**config.mk**
```make
export PLATFORM = sky130hd
export DESIGN_NAME = timer_deadline_queue
export DESIGN_NICKNAME = d
export VERILOG_FILES = /design/src/tdq_pkg.sv /design/src/timer_deadline_queue.sv
export SDC_FILE = /design/constraint.sdc
export NUM_CORES = 2
export LEC_CHECK = 0
export BUFFER_PORTS_ARGS = -buffer_cell sky130_fd_sc_hd__buf_2
export CAP_MARGIN = 20
export CELL_PAD_IN_SITES_DETAIL_PLACEMENT = 1
export CELL_PAD_IN_SITES_GLOBAL_PLACEMENT = 2
export CORE_MARGIN = 2
export CORE_UTILIZATION = 49
export DETAILED_ROUTE_END_ITERATION = 8
export PLACE_DENSITY_LB_ADDON = 0.1
export SETUP_SLACK_MARGIN = 0.2
export SYNTH_ARGS = -nofsm -noshare
export SYNTH_HDL_FRONTEND = slang
export SYNTH_SLANG_ARGS = --single-unit
```
**constraint.sdc**
```tcl
create_clock -name clk -period 11 [get_ports clk]
set_input_delay 1.1 -clock clk [delete_from_list [all_inputs] [get_ports clk]]
set_output_delay 1.1 -clock clk [all_outputs]
set_load 0.005 [all_outputs]
```
**src/tdq_pkg.sv**
```systemverilog
// Package with the shared types and constants of the timer deadline queue.
`timescale 1ns / 1ps
`default_nettype none
package tdq_pkg;

  localparam int unsigned SLOTS_DEF       = 16;
  localparam int unsigned COUNT_WIDTH_DEF = 32;
  localparam int unsigned ID_W            = 4;
  localparam int unsigned DELAY_W         = 20;
  localparam int unsigned TPU_W           = 12;
  localparam logic [TPU_W-1:0] TPU_RESET  = 12'd1;

  // Request codes.
  localparam logic [1:0] REQ_ADD    = 2'd0;
  localparam logic [1:0] REQ_TICK   = 2'd1;
  localparam logic [1:0] REQ_STOP   = 2'd2;
  localparam logic [1:0] REQ_RESUME = 2'd3;

  // Result status codes.
  localparam logic ST_EXPIRED  = 1'b0;
  localparam logic ST_REJECTED = 1'b1;

  typedef struct packed {
    logic [1:0]         req_type;
    logic [ID_W-1:0]    timer_id;
    logic [DELAY_W-1:0] delay_us;
    logic               start_req;
  } tdq_in_t;

  typedef struct packed {
    logic [ID_W-1:0] slot_out;
    logic            status;
    logic            last;
  } tdq_out_t;

endpackage
`default_nettype wire

```
**src/timer_deadline_queue.sv**
```systemverilog
// Top level of the timer deadline queue: sequencer, memories and output register.
//
//  channel | ports                         | direction
//  in      | in_valid, in_ready, in_data   | request into block
//  out     | out_valid, out_ready, out_data| expiry / reject transfers
//  cfg     | cfg_valid, cfg_ready, cfg_data| ticks_per_us write
//
// An add scans the queue from the head, for each entry reading the order entry,
// reading its count and comparing; the shift then reads and writes each moved entry.
// A tick decrements every entry through the count memory (order read, count read,
// write-back); when entries expire, a second pass emits them and compacts the order
// memory. Stop and resume clear or set the running flag. Reset clears the
// queue length, the slot valid bits and the running flag. A stalled output holds
// the sequencer at each emit; idle takes a request once the output can move.
`timescale 1ns / 1ps
`default_nettype none
module timer_deadline_queue #(
  parameter int unsigned SLOTS       = tdq_pkg::SLOTS_DEF,
  parameter int unsigned COUNT_WIDTH = tdq_pkg::COUNT_WIDTH_DEF
) (
  input  wire                      clk,
  input  wire                      rst_n,
  input  wire                      in_valid,
  output logic                     in_ready,
  input  tdq_pkg::tdq_in_t         in_data,
  output logic                     out_valid,
  input  wire                      out_ready,
  output tdq_pkg::tdq_out_t        out_data,
  input  wire                      cfg_valid,
  output logic                     cfg_ready,
  input  wire [tdq_pkg::TPU_W-1:0] cfg_data
);
  import tdq_pkg::*;

  localparam int unsigned IW = (SLOTS > 1) ? $clog2(SLOTS) : 1;
  localparam int unsigned CW = $clog2(SLOTS + 1);
  localparam int unsigned PW = DELAY_W + TPU_W;
  localparam logic [CW-1:0] SLOTS_C = CW'(SLOTS);

  typedef enum logic [8:0] {
    S_IDLE  = 9'b000000001,
    S_MUL   = 9'b000000010,
    S_ASCAN = 9'b000000100,
    S_ACMP  = 9'b000001000,
    S_SHIFT = 9'b000010000,
    S_TDEC  = 9'b000100000,
    S_TWB   = 9'b001000000,
    S_TEXP  = 9'b010000000,
    S_TCOMP = 9'b100000000
  } state_t;

  state_t state_r, state_nxt;

  // Memories: remaining count by slot, slot handle by queue position.
  logic [COUNT_WIDTH-1:0] cnt_mem [SLOTS];
  logic [IW-1:0]          ord_mem [SLOTS];
  logic [COUNT_WIDTH-1:0] cnt_rd_r;
  logic [IW-1:0]          ord_rd_r;
  logic                   cnt_we, ord_we;
  logic [IW-1:0]          cnt_wa, cnt_ra, ord_wa, ord_ra;
  logic [COUNT_WIDTH-1:0] cnt_wd;
  logic [IW-1:0]          ord_wd;

  always_ff @(posedge clk) begin
    if (cnt_we) cnt_mem[cnt_wa] <= cnt_wd;
    if (ord_we) ord_mem[ord_wa] <= ord_wd;
    cnt_rd_r <= cnt_mem[cnt_ra];
    ord_rd_r <= ord_mem[ord_ra];
  end

  // Control and working registers.
  logic [CW-1:0]          qcnt_r, qcnt_nxt;
  logic [SLOTS-1:0]       valid_r, valid_nxt;
  logic                   run_r, run_nxt;
  logic [TPU_W-1:0]       tpu_r;
  logic [CW-1:0]          pos_r, pos_nxt;
  logic [CW-1:0]          wp_r, wp_nxt;
  logic [CW-1:0]          nexp_r, nexp_nxt;
  logic                   exp_r, exp_nxt;
  logic [COUNT_WIDTH-1:0] ticks_r, ticks_nxt;
  logic [PW-1:0]          prod_r;
  logic [IW-1:0]          id_r, id_nxt;
  logic                   start_r, start_nxt;
  logic [IW-1:0]          prev_r, prev_nxt;
  logic                   have_prev_r, have_prev_nxt;
  logic                   ov_r, ov_nxt;
  tdq_out_t               od_r, od_nxt;

  logic id_ok, reject;
  logic [COUNT_WIDTH-1:0] sat;
  logic [COUNT_WIDTH-1:0] dec;

  assign in_ready  = (state_r == S_IDLE) && (!ov_r || out_ready);
  assign cfg_ready = 1'b1;
  assign out_valid = ov_r;
  assign out_data  = od_r;

  always_comb begin
    id_ok = ({{(32-ID_W){1'b0}}, in_data.timer_id} < 32'(SLOTS));
    reject = !id_ok || (qcnt_r == SLOTS_C) || valid_r[IW'(in_data.timer_id)];
  end

  // Saturate the product to the count width.
  always_comb begin
    if (PW > COUNT_WIDTH) begin
      sat = ((prod_r >> COUNT_WIDTH) != '0) ? '1 : COUNT_WIDTH'(prod_r);
    end else begin
      sat = COUNT_WIDTH'(prod_r);
    end
    dec = (cnt_rd_r != '0) ? cnt_rd_r - 1'b1 : cnt_rd_r;
  end

  always_ff @(posedge clk) begin
    prod_r <= PW'(in_data.delay_us) * PW'(tpu_r);
  end

  // Sequencer.
  always_comb begin
    state_nxt = state_r;
    qcnt_nxt = qcnt_r;
    valid_nxt = valid_r;
    run_nxt = run_r;
    pos_nxt = pos_r;
    wp_nxt = wp_r;
    nexp_nxt = nexp_r;
    exp_nxt = exp_r;
    ticks_nxt = ticks_r;
    id_nxt = id_r;
    start_nxt = start_r;
    prev_nxt = prev_r;
    have_prev_nxt = have_prev_r;
    ov_nxt = ov_r;
    od_nxt = od_r;
    cnt_we = 1'b0; cnt_wa = id_r; cnt_wd = ticks_r; cnt_ra = '0;
    ord_we = 1'b0; ord_wa = '0; ord_wd = id_r; ord_ra = '0;
    if (ov_r && out_ready) ov_nxt = 1'b0;
    case (state_r)
      S_IDLE: begin
        if (in_valid && in_ready) begin
          case (in_data.req_type)
            REQ_ADD: begin
              if (reject) begin
                ov_nxt = 1'b1;
                od_nxt.slot_out = in_data.timer_id;
                od_nxt.status = ST_REJECTED;
                od_nxt.last = 1'b1;
              end else begin
                id_nxt = IW'(in_data.timer_id);
                start_nxt = in_data.start_req;
                state_nxt = S_MUL;
              end
            end
            REQ_TICK: begin
              if (run_r && qcnt_r != '0) begin
                pos_nxt = '0;
                nexp_nxt = '0;
                state_nxt = S_TDEC;
              end
            end
            REQ_STOP: run_nxt = 1'b0;
            default:  run_nxt = 1'b1;
          endcase
        end
      end
      // Product is registered; start the insert scan.
      S_MUL: begin
        ticks_nxt = sat;
        pos_nxt = '0;
        state_nxt = S_ASCAN;
      end
      // Read order entry at pos.
      S_ASCAN: begin
        if (pos_r == qcnt_r) begin
          wp_nxt = qcnt_r;
          state_nxt = S_SHIFT;
        end else begin
          ord_ra = pos_r[IW-1:0];
          state_nxt = S_ACMP;
        end
      end
      S_ACMP: begin
        cnt_ra = ord_rd_r;
        state_nxt = S_TWB;
        exp_nxt = 1'b0;
      end
      // Compare count of the entry at pos (shared with tick write-back state).
      S_TWB: begin
        if (have_prev_r) begin
          // Tick write-back of the decremented entry; count those now at zero.
          cnt_we = 1'b1; cnt_wa = prev_r; cnt_wd = dec;
          if (dec == '0) nexp_nxt = nexp_r + 1'b1;
          have_prev_nxt = 1'b0;
          pos_nxt = pos_r + 1'b1;
          state_nxt = S_TDEC;
        end else if (cnt_rd_r <= ticks_r) begin
          pos_nxt = pos_r + 1'b1;
          state_nxt = S_ASCAN;
        end else begin
          wp_nxt = qcnt_r;
          state_nxt = S_SHIFT;
        end
      end
      // Shift entries up one from the end down to pos, then insert.
      S_SHIFT: begin
        if (wp_r == pos_r) begin
          ord_we = 1'b1; ord_wa = pos_r[IW-1:0]; ord_wd = id_r;
          cnt_we = 1'b1; cnt_wa = id_r; cnt_wd = ticks_r;
          qcnt_nxt = qcnt_r + 1'b1;
          valid_nxt[id_r] = 1'b1;
          run_nxt = start_r;
          state_nxt = S_IDLE;
        end else if (!exp_r) begin
          ord_ra = IW'(wp_r - 1'b1);
          exp_nxt = 1'b1;
        end else begin
          ord_we = 1'b1; ord_wa = wp_r[IW-1:0]; ord_wd = ord_rd_r;
          wp_nxt = wp_r - 1'b1;
          exp_nxt = 1'b0;
        end
      end
      // Tick pass one: read order, then count, then write back.
      S_TDEC: begin
        if (!have_prev_r && !exp_r) begin
          if (pos_r == qcnt_r) begin
            pos_nxt = '0;
            wp_nxt = '0;
            state_nxt = (nexp_r == '0) ? S_IDLE : S_TEXP;
          end else begin
            ord_ra = pos_r[IW-1:0];
            exp_nxt = 1'b1;
          end
        end else begin
          cnt_ra = ord_rd_r;
          prev_nxt = ord_rd_r;
          have_prev_nxt = 1'b1;
          exp_nxt = 1'b0;
          state_nxt = S_TWB;
        end
      end
      // Tick pass two: read each order entry once the output can take a result.
      S_TEXP: begin
        if (!ov_r || out_ready) begin
          if (pos_r == qcnt_r) begin
            qcnt_nxt = wp_r;
            state_nxt = S_IDLE;
          end else begin
            ord_ra = pos_r[IW-1:0];
            state_nxt = S_TCOMP;
          end
        end
      end
      // Zero counts form the head of the queue: emit those, compact the rest.
      S_TCOMP: begin
        if (pos_r < nexp_r) begin
          valid_nxt[ord_rd_r] = 1'b0;
          ov_nxt = 1'b1;
          od_nxt.slot_out = ID_W'(ord_rd_r);
          od_nxt.status = ST_EXPIRED;
          od_nxt.last = (pos_r + 1'b1 == nexp_r);
        end else begin
          ord_we = 1'b1; ord_wa = wp_r[IW-1:0]; ord_wd = ord_rd_r;
          wp_nxt = wp_r + 1'b1;
        end
        pos_nxt = pos_r + 1'b1;
        state_nxt = S_TEXP;
      end
      default: state_nxt = S_IDLE;
    endcase
  end

  always_ff @(posedge clk) begin
    if (!rst_n) begin
      state_r <= S_IDLE;
      qcnt_r <= '0;
      valid_r <= '0;
      run_r <= 1'b0;
      ov_r <= 1'b0;
      tpu_r <= TPU_RESET;
      have_prev_r <= 1'b0;
      exp_r <= 1'b0;
    end else begin
      state_r <= state_nxt;
      qcnt_r <= qcnt_nxt;
      valid_r <= valid_nxt;
      run_r <= run_nxt;
      ov_r <= ov_nxt;
      have_prev_r <= have_prev_nxt;
      exp_r <= exp_nxt;
      if (cfg_valid && cfg_ready) tpu_r <= cfg_data;
    end
  end

  always_ff @(posedge clk) begin
    pos_r <= pos_nxt;
    wp_r <= wp_nxt;
    nexp_r <= nexp_nxt;
    ticks_r <= ticks_nxt;
    id_r <= id_nxt;
    start_r <= start_nxt;
    prev_r <= prev_nxt;
    od_r <= od_nxt;
  end

endmodule
`default_nettype wire
```
==> flow_summary.toml <==
[clock_tree]
hold_buffers = 0
clkSinkCount = 752
clkSlewWorstSetupHoldPaths_ns = 0.06
clkLatencyLatePin_ns = 0.65
numCtsBuffers = 82
ctsResizeCount = 0
htree_levels = 3
clk_path_buf_depth = 3
post_cts_buffers = 0
cts_tree = "yes"
clockRootBuffer = "clkbuf_16"

[floorplanning]
design.core.area_sq_mm = 0.0791
die_x_microns = 287
initial_core_util_pct = 49.6
die-area_sq_mm = 0.0824
die_y_microns = 287
rows = 103
io_pins = 53

[global_routing]
grt_max_degree = 102
grt_overflow = 0
grt_pass1_wl_microns = 164000
antenna_found_initial = 1
grtUsageTotal_pct = 26.3
grt_pass1_vias = 27082

[sta]
min_period_ns = 6.69
worst_slew_margin_rel_pct = 27.6
hold_viol = 0
worst_slew_pin_slew_ns = 1.08
final.setup.worst_slack_ns = 4.31
setup-tns-final_ns = 0
rsz0062_at_grt = "no"
setup_viol_count_final = 0
layout_worst_path_cycle_share_pct = 60.8
drv_slew = 0
max_freq_ghz = 0.149
hold_slack_ns = 0.386
fin_skew_ns = 0.0520

[pwr]
p_leak_nw = 16.5
combPwrFrac_pct = 15.1
intPower_mw = 5.38
power-per-cell-area_mw_per_mm2 = 167
clockPowerShare_pct = 40.5
p_seq_share_pct = 44.5
swShare_pct = 26.1
switching_power_mw = 1.90
finalPower_mw = 7.28
ir_worst_vdd_uv = 144

[hold_path]
hp-class = "reg -> reg"

[critical_path]
crit_arrival_ns = 7.19
cp_slowest_stage_delay_ns = 1.01
cpLargestDelayFamily = "adder cells"
required_ns = 11.50
cp_slowest_cell = "dfxtp_1"
crit_fanout = 21
crit_path_start_kind = "flip-flop"
cp_num_buf_inv = 3
critPathKind = "reg -> reg"
crit_top_cell = "fa_1"
cp-end-kind = "flip-flop"
path_cells = "nand2_1 > fa_1 > inv_1 > fa_1 > fa_1 > fa_1 > inv_1 > fa_1 > inv_1 > ha_1 > a21oi_1 > nand2_1 > a221o_1 > nor4_1 > a21oi_1 > o41ai_1 > o21ai_0 > xor2_1"

[finish]
synthToLayoutAreaGrowth_pct = 11.4
nFillCells = 7937
seqCellArea_sq_mm = 0.0214
multi_input_area_sq_mm = 0.0162
drive_gt1_share_pct = 13.0
nets = 3492

[place]
port_buffers = 51
place.gp.congestion = 0.857
dp_hpwl_microns = 68200
pre_cts_slack_ns = 4.01

[logic_synthesis]
syn_area_per_cell_sq_um = 12.6
synth_area_sq_mm = 0.0392
synthTopCellsByCount = "edfxtp_1 (638), nand2_1 (341), inv_1 (280)"
ys_types = 92
synth_simple_gate_area_share_pct = 11.1
synth-compound-area-share_pct = 7.23
synthCells = 3119
netlist.area_leader.share_pct = 48.8
synthAdderAreaFrac_pct = 12.9
synth.area.top_cells = "edfxtp_1 (49%), fa_1 (9.2%), dfxtp_1 (5.8%), mux4_2 (4.0%), ha_1 (3.7%)"
synthXorXnorAreaFrac_pct = 1.63
synth_top_family_by_area = "adder cells"
ys_ff_latch = 752
synth_nets = 3459
yosys.area.top_type = "edfxtp_1"
synth_edf_count = 638
yosysWarningCount = 0
ys_async_sr_fraction_pct = 0
synth_most_common_cell = "edfxtp_1"
ys_seq_area_share_pct = 54.6
synth_mux_area_share_pct = 7.99
ys.flop_type = "edfxtp_1"

[routing]
viasPerCell = 5.85
ant_nets = 0
wl_per_cell_microns = 24.9
drc = 0
drt_iter0_drc = 1667
vias = 24995
dr.pass1.iters = 5
wirelength_microns = 106000

[run]
maxCapViolCount = 0

[run_status]
status = "finished clean"
[logic make-up (layout without fill, tap and decap cells)]
| logic type | after synthesis | count (layout) |
|---|---|---|
| AO/OA/AOI/OAI | 429 | 429 |
| XOR/XNOR | 73 | 73 |
| adder cells (fa/ha/maj) | 296 | 296 |
| buffers and inverters | 450 | 551 |
| flip-flops | 752 | 752 |
| multiplexers | 222 | 222 |
| other | 1 | 2 |
| AND/OR/NAND/NOR | 896 | 896 |
[power groups by stage]
stage | Sequential, mW | Clock [mW] | Combinational [mW]
after global routing | 3.24 | 3.10 | 1.25
after detailed placement | 3.30 | 0 | 1.11
after global placement | 3.29 | 0 | 1.07
final | 3.24 | 2.95 | 1.10
after floorplan | 3.24 | 0 | 0.834
after CTS | 3.24 | 2.99 | 1.12
[flip-flops by register name, indices dropped and copies added, names as in the netlist, 4 cells and up]
| signal | cells |
|---|---|
| ord_rd_r | 4 |
| out_data | 6 |
| prev_r | 4 |
| valid_r | 16 |
| cnt_mem | 512 |
| id_r | 4 |
| ord_mem | 64 |
| tpu_r | 12 |
| state_r | 9 |
| nexp_r | 5 |
| prod_r | 32 |
| qcnt_r | 5 |
| cnt_rd_r | 32 |
| wp_r | 5 |
| ticks_r | 32 |
| pos_r | 5 |
[routing by layer]
| layer | part of all wire, % | track usage (%) | vias to the layer above |
|---|---|---|---|
| met1 | 44 | 35.7 | 13149 |
| met4 | 2.3 | 7.11 | 0 |
| met3 | 3.5 | 2.71 | 152 |
| met2 | 50 | 45.3 | 508 |
| met5 | 0 | 0 | - |
| li1 | - | - | 11186 |
[area by class of cell]
class	instances	share of cell area (%)
Multi-Input combinational cell	1917	37.0
Timing Repair Buffer	118	1.76
Antenna cell	1	0.00572
Inverter	281	2.41
Tap cell	1050	3.00
Clock inverter	38	1.32
Clock buffer	114	5.41
Sequential cell	752	49.1
[cell usage in the layout (no fill, tap or decap), types with 52 or more instances in the layout]
master / instances
edfxtp_1: 638
nand2_1: 338
inv_1: 280
fa_1: 180
nor2_1: 172
ha_1: 116
mux2i_1: 112
dfxtp_1: 111
o21ai_0: 108
and2_1: 85
clkbuf_16: 84
a31oi_1: 78
mux4_2: 69
buf_4: 65
a21oi_1: 57
buf_2: 52
[per-stage QoR]
stage / utilization (%) / cells / instance area (sq um)
after global placement: 51.5 / 4114 / 40700
final: 55.3 / 4271 / 43700
after CTS: 55.2 / 4266 / 43700
after detailed placement: 51.5 / 4114 / 40700
after global routing: 55.3 / 4270 / 43700
after floorplan: - / 3119 / 39200
[path summary, 6_finish.rpt]
kind / startpoint / to / slack [ns] / cells past startpoint
max: tpu_r[3] / prod_r[29] / 4.31 / 18
min: prod_r[9] / ticks_r[9] / 0.39 / 0
min reg2reg: prod_r[9] / ticks_r[9] / 0.39 / 0
max reg2reg: tpu_r[3] / prod_r[29] / 4.31 / 18
(Power assumes the default switching activity.)
